File: src/design/vt4x4_pkg.sv
// ----------------------------------------------------------------------------
// vt4x4_pkg: shared types and constants of the vector transform engine
// Field widths, operation codes and the transaction payload that moves
// along the chain of cells.
// ----------------------------------------------------------------------------
package vt4x4_pkg;

    localparam int VEC_N  = 4;
    localparam int WORD_W = 32;
    localparam int PROD_W = 64;
    localparam int IDX_W  = 2;
    localparam int MODE_W = 2;

    localparam logic [MODE_W-1:0] MODE_LOAD = 2'd0;
    localparam logic [MODE_W-1:0] MODE_COL  = 2'd1;
    localparam logic [MODE_W-1:0] MODE_ROW  = 2'd2;
    localparam logic [MODE_W-1:0] MODE_NONE = 2'd3;

    localparam logic [WORD_W-1:0] WORD_MAX = 32'h7FFF_FFFF;
    localparam logic [WORD_W-1:0] WORD_MIN = 32'h8000_0000;

    typedef struct packed {
        logic [MODE_W-1:0]            mode;
        logic [IDX_W-1:0]             row_index;
        logic [IDX_W-1:0]             col_index;
        logic [WORD_W-1:0]            element_value;
        logic [VEC_N-1:0][WORD_W-1:0] vec;
    } item_t;

endpackage

File: src/design/vt4x4_out.sv
// ----------------------------------------------------------------------------
// vt4x4_out: saturation and output register
// Clips the finished sums to 32 bits, sets the saturation flag and holds the
// result until it is taken; load transactions are dropped here.
// ----------------------------------------------------------------------------
module vt4x4_out #(
    parameter int DIM   = 4,
    parameter int ACC_W = 50
) (
    input  logic                                        clk,
    input  logic                                        rst_n,
    input  logic                                        in_valid,
    output logic                                        in_ready,
    input  vt4x4_pkg::item_t                            in_item,
    input  logic [DIM-1:0][ACC_W-1:0]                   in_acc,
    output logic                                        out_valid,
    input  logic                                        out_ready,
    output logic [vt4x4_pkg::VEC_N-1:0][vt4x4_pkg::WORD_W-1:0] out_comp,
    output logic                                        out_sat
);

    logic [vt4x4_pkg::VEC_N-1:0][vt4x4_pkg::WORD_W-1:0] comp_next, comp_reg;
    logic [vt4x4_pkg::VEC_N-1:0]                        sat_bits;
    logic                                                sat_reg;
    logic                                                valid_reg, valid_next;
    logic                                                is_load;
    logic                                                free;

    for (genvar j = 0; j < vt4x4_pkg::VEC_N; j++) begin : g_comp
        if (j < DIM) begin : g_live
            logic in_range;
            assign in_range = (in_acc[j][ACC_W-1:31] == '0)
                           || (in_acc[j][ACC_W-1:31] == '1);
            assign sat_bits[j]  = !in_range;
            assign comp_next[j] = in_range ? in_acc[j][31:0]
                                : (in_acc[j][ACC_W-1] ? vt4x4_pkg::WORD_MIN
                                                      : vt4x4_pkg::WORD_MAX);
        end else begin : g_dead
            assign sat_bits[j]  = 1'b0;
            assign comp_next[j] = '0;
        end
    end

    assign is_load  = in_item.mode == vt4x4_pkg::MODE_LOAD;
    assign free     = !valid_reg || out_ready;
    assign in_ready = is_load || free;

    always_comb
    begin
        valid_next = valid_reg;
        if (free)
        begin
            valid_next = in_valid && !is_load;
        end
    end

    always_ff @(posedge clk or negedge rst_n)
    begin
        if (!rst_n)
        begin
            valid_reg <= 1'b0;
        end
        else
        begin
            valid_reg <= valid_next;
        end
    end

    always_ff @(posedge clk)
    begin
        if (free && in_valid && !is_load)
        begin
            comp_reg <= comp_next;
            sat_reg  <= |sat_bits;
        end
    end

    assign out_valid = valid_reg;
    assign out_comp  = comp_reg;
    assign out_sat   = sat_reg;

endmodule

File: config.mk
export PLATFORM = sky130hd
export DESIGN_NAME = vt4x4_out
export DESIGN_NICKNAME = d
export VERILOG_FILES = /design/src/design/vt4x4_pkg.sv /design/src/design/vt4x4_out.sv
export SDC_FILE = /design/constraint.sdc
export NUM_CORES = 1
export LEC_CHECK = 0
export ABC_AREA = 1
export BUFFER_PORTS_ARGS = -buffer_cell sky130_fd_sc_hd__buf_2
export CAP_MARGIN = 20
export CORE_AREA = 2 2 198 200
export CTS_CLUSTER_SIZE = 40
export DETAILED_ROUTE_END_ITERATION = 8
export DIE_AREA = 0 0 200 202
export SETUP_SLACK_MARGIN = 0.05
export SLEW_MARGIN = 20
export SYNTH_ARGS = -nofsm -noshare
export SYNTH_HDL_FRONTEND = slang
export SYNTH_SLANG_ARGS = --single-unit
File: constraint.sdc
create_clock -name clk -period 16.8 [get_ports clk]
set_clock_uncertainty 0.15 [all_clocks]
set_input_delay 1.68 -clock clk [delete_from_list [all_inputs] [get_ports clk]]
set_output_delay 1.68 -clock clk [all_outputs]
set_load 0.05 [all_outputs]
======== Word level (Yosys, flattened, before mapping) ========
Index checks and enable logic that the tools add are counted.
storage, ports and cells
  input port bits ......................... 370
  flip-flop bits (word level) ............. 130
  logic and storage cells ................. 39
cells by class
  muxes and demuxes ....................... 8
  equality and inequality tests ........... 4
  reductions and logical operators ........ 21
operators by type and width
  operator                count
  $mux W32                8
  $eq A19 B19 Y1 const B  4
  $logic_not A19 Y1       4
  $logic_not A1 Y1        6
  $logic_or A1 B1 Y1      6
  $reduce_or A4 Y1        1
  $logic_and A1 B1 Y1     3
  $logic_not A2 Y1        1

======== Depth between registers and ports, before layout ========
  word-level depth ........................ 4
  depth in mapped cells ................... 9
  mapped depth without buffers ............ 9

======== Least setup slack after synthesis ========
Ideal clock, no wire load.
  path kind ............................... input port to flip-flop
  from .................................... in in_item[165] (netlist bit)
  to ...................................... reg comp_reg (netlist bit out_comp[0]) (enable)
  required time ........................... 16.032 ns
  cell stages on the path ................. 2
  arrival ................................. 7.140 ns
  library setup time ...................... 0.618 ns
  setup slack ............................. 8.891 ns
  path through ............................ o21ai_0 nor2_1
between the ends
  longest elaborated chain between the ends .. 3
ends and longest elaborated chain
  item                    line             source
  start: declaration      vt4x4_out.sv:14  input vt4x4_pkg::item_t in_item,
  $logic_not A2 Y1        vt4x4_out.sv:44  assign is_load = in_item.mode == vt4x4_pkg::MODE_LOAD;
  $logic_not A1 Y1        vt4x4_out.sv:71  if (free && in_valid && !is_load)
  $logic_and A1 B1 Y1     vt4x4_out.sv:71
  end signal: assignment  vt4x4_out.sv:73  comp_reg <= comp_next;
  end: declaration        vt4x4_out.sv:22  logic [vt4x4_pkg::VEC_N-1:0][vt4x4_pkg::WORD_W-1:0] comp_next, comp_reg;
No other way between the ends.
A chain may end at the register's enable or synchronous reset.

======== Final worst setup path ========
  from .................................... in out_ready
  to ...................................... out in_ready
between the ends
  longest elaborated chain between the ends .. 2
ends and longest elaborated chain
  item                line             source
  start: declaration  vt4x4_out.sv:17  input logic out_ready,
  $logic_or A1 B1 Y1  vt4x4_out.sv:45  assign free = !valid_reg || out_ready;
  $logic_or A1 B1 Y1  vt4x4_out.sv:46  assign in_ready = is_load || free;
  end: declaration    vt4x4_out.sv:13  output logic in_ready,
No other way between the ends.

==> out/results.txt <==
Hold Crit Depth: 2
Quantity of hold-fixing buffers added after cts: 0
Setup Crit Path Kind: input pin to primary output
Number of cells on the worst reg-to-reg path: 4
Setup violators final: 0
Vias in the first global route: 5,128
Synthesized area per cell: 10.4 um^2
CTS tree: yes
DP Cell Count: 1,376
Top-level I/O count: 501
Post-layout min period: 4.18 ns
Final setup margin: 12.63 ns
Congestion Overflow GR: 0
Number of core rows: 72
Post-DRT Antenna Nets: 0
Mapped cell area: 0.00565 mm^2
Largest net degree at the start of global routing: 72
IO buf count: 336
First-pass GRT wire length: 29,400 um
Min-delay src: out_valid
Per-cell routed wire length: 14.7 um
Overall Power: 0.923 mW
CTS Root Cell: clkbuf_16
DR pass1 iterations: 4
GRT Total Usage: 0.102
Synth Area in Compound Gates: 0.00266
Gpl congestion: 0.809
Post-synthesis sequential area ratio: 0.690
Unique masters post-synth: 20
CP startpoint kind: input pin
Worst reg2reg path startpoint: out_valid
Hold Path End: out_valid
Period utilization: 0.249
Lkg Pwr: 3.65 nW
Final max-slew violation count: 0
Hold_ws: 0.419 ns
Pre-CTS setup slack: 12.62 ns
# clock sinks: 130
# H-tree levels: 4
Die ar.: 0.0404 mm^2
CP max FO: 2
Initial antenna violation count: 7
Slew @ Worst Pin: 0.984 ns
Drt total wl: 20,700 um
Detail Placement HPWL: 16,100 um
DR iter-0 viols: 188
Layout cell share with drive strength beyond 1: 0.424
Post-synthesis adder-cell area fraction: 0
Die width: 200 um
Post-synthesis mux area share: 0
Unrepaired setup endpoints after global routing: false
Syn Nets: 915
Most common cell after layout, fill and taps aside: buf_2
Fmax achieved: 240 MHz
Ys Warns: 0
Worst EP arrival: 2.35 ns
Layout area overhead: 49.6%
Main combinational cell family by area after synthesis: simple AND/OR/NAND/NOR gates
Core area: 0.0383 mm^2
RR Endpoint: out_comp[0]
Setup repair bufs after CTS: 0
Instance count of the mapped netlist: 545
NumNets Final: 1,248
Synth Register Bits: 130
Final non-filler cell total: 1,411
P per Cell Area: 109 mW/mm^2
Flop2flop setup slack: 14.85 ns
CP Data Required Time: 14.97 ns
Vias per cell: 3.56
Final setup TNS: 0 ns
Fillers: 4,224
Total CTS buffers: 17
Max clock buf depth: 2
Hold Vio Cnt, Final: 0
Via count: 5,026
Commonest cells after routing, fill and taps aside: buf_2 (336), nand2_1 (293), edfxtp_1 (129), nor2_1 (57), clkbuf_16 (17)
Worst min-delay path category: flip-flop to flip-flop
Post-Synth XOR/XNOR Area: 0
# DRC: 0
Max transition margin: 0.342
Post-Synth Simple-Gate Area: 0.265
Max_cap viols: 0
Crit path capture type: primary output
# resized after CTS: 0
Initial core utilization: 0.148
Max rail drop VDD: 65.6 uV
Status: completed
Die height: 202 um
Clock Pin Slew Worst Setup and Hold Paths: 0.06 ns
Clock Latency Late Sink: 0.42 ns
==> worst max-delay path, stage by stage <==
cell	delay, ns
buf_2	0.10
nor2_1	0.20
o21ai_0	0.13
buf_2	0.23
==> logic make-up after synthesis <==
group,after synthesis
AO/OA/AOI/OAI,3
buffers and inverters,33
flip-flops,130
AND/OR/NAND/NOR,379
==> per-stage QoR <==
| stage | instance area, um^2 | util |
|---|---|---|
| 3_3_place_gp | 7810 | 0.204 |
| 5_1_grt | 8450 | 0.221 |
| 4_1_cts | 8440 | 0.220 |
| 2_1_floorplan | 5650 | - |
| 3_5_place_dp | 7810 | 0.204 |
| 6_report | 8450 | 0.221 |
==> synthesized netlist by cell type (all sizes together) <==
| library cell | n | share of area |
|---|---|---|
| clkbuf | 3 | 0.0020 |
| o21ai | 3 | 0.0027 |
| dfrtp | 1 | 0.0044 |
| nand3b | 4 | 0.0060 |
| buf | 24 | 0.035 |
| nand3 | 8 | 0.0080 |
| nand4 | 8 | 0.0089 |
| dlygate4sd3 | 1 | 0.0018 |
| inv | 5 | 0.0033 |
| nor2 | 58 | 0.039 |
| nor3 | 2 | 0.0018 |
| or2 | 4 | 0.0044 |
| edfxtp | 129 | 0.69 |
| nand2 | 295 | 0.20 |
==> sequential cells by signal, summed over array words and instances (netlist names) <==
signal     cells
out_comp     128
out_sat        1
out_valid      1
==> per-layer routing <==
metal	global-route usage	routed length (um)	up-vias
met2	0.174	9830	271
met5	0	63	-
li1	-	-	2452
met3	0.0587	2570	20
met1	0.107	8020	2273
met4	0.0296	254	10
==> power breakdown <==
| part | switching, mW | internal, mW | total [mW] | leakage [nW] |
|---|---|---|---|---|
| registers | 0.00460 | 0.379 | 0.384 | 1.23 |
| logic | 0.101 | 0.0346 | 0.135 | 2.12 |
| clock network | 0.154 | 0.251 | 0.404 | 0.302 |
==> final cells by class <==
type | count | area, um^2 | area share
timing repair buffer | 342 | 1730 | 0.205
multi-input combinational | 382 | 1520 | 0.180
antenna | 2 | 5.00 | 0.000592
tap | 518 | 648 | 0.0767
inverter | 5 | 18.8 | 0.00222
clock inverter | 14 | 201 | 0.0238
sequential | 130 | 3900 | 0.461
clock buffer | 18 | 429 | 0.0508
==> worst max-delay path by stage <==
stage / endpoint / from / slack, ns
6_report: in_ready / out_ready / 12.63
5_1_grt: in_ready / out_ready / 12.56
4_1_cts: in_ready / out_ready / 12.62
3_5_place_dp: in_ready / out_ready / 12.62
3_3_place_gp: in_ready / out_ready / 12.64
2_1_floorplan: out_comp[0] / in_item[165] / 8.89
No activity file was read; power rests on OpenSTA's default activity.
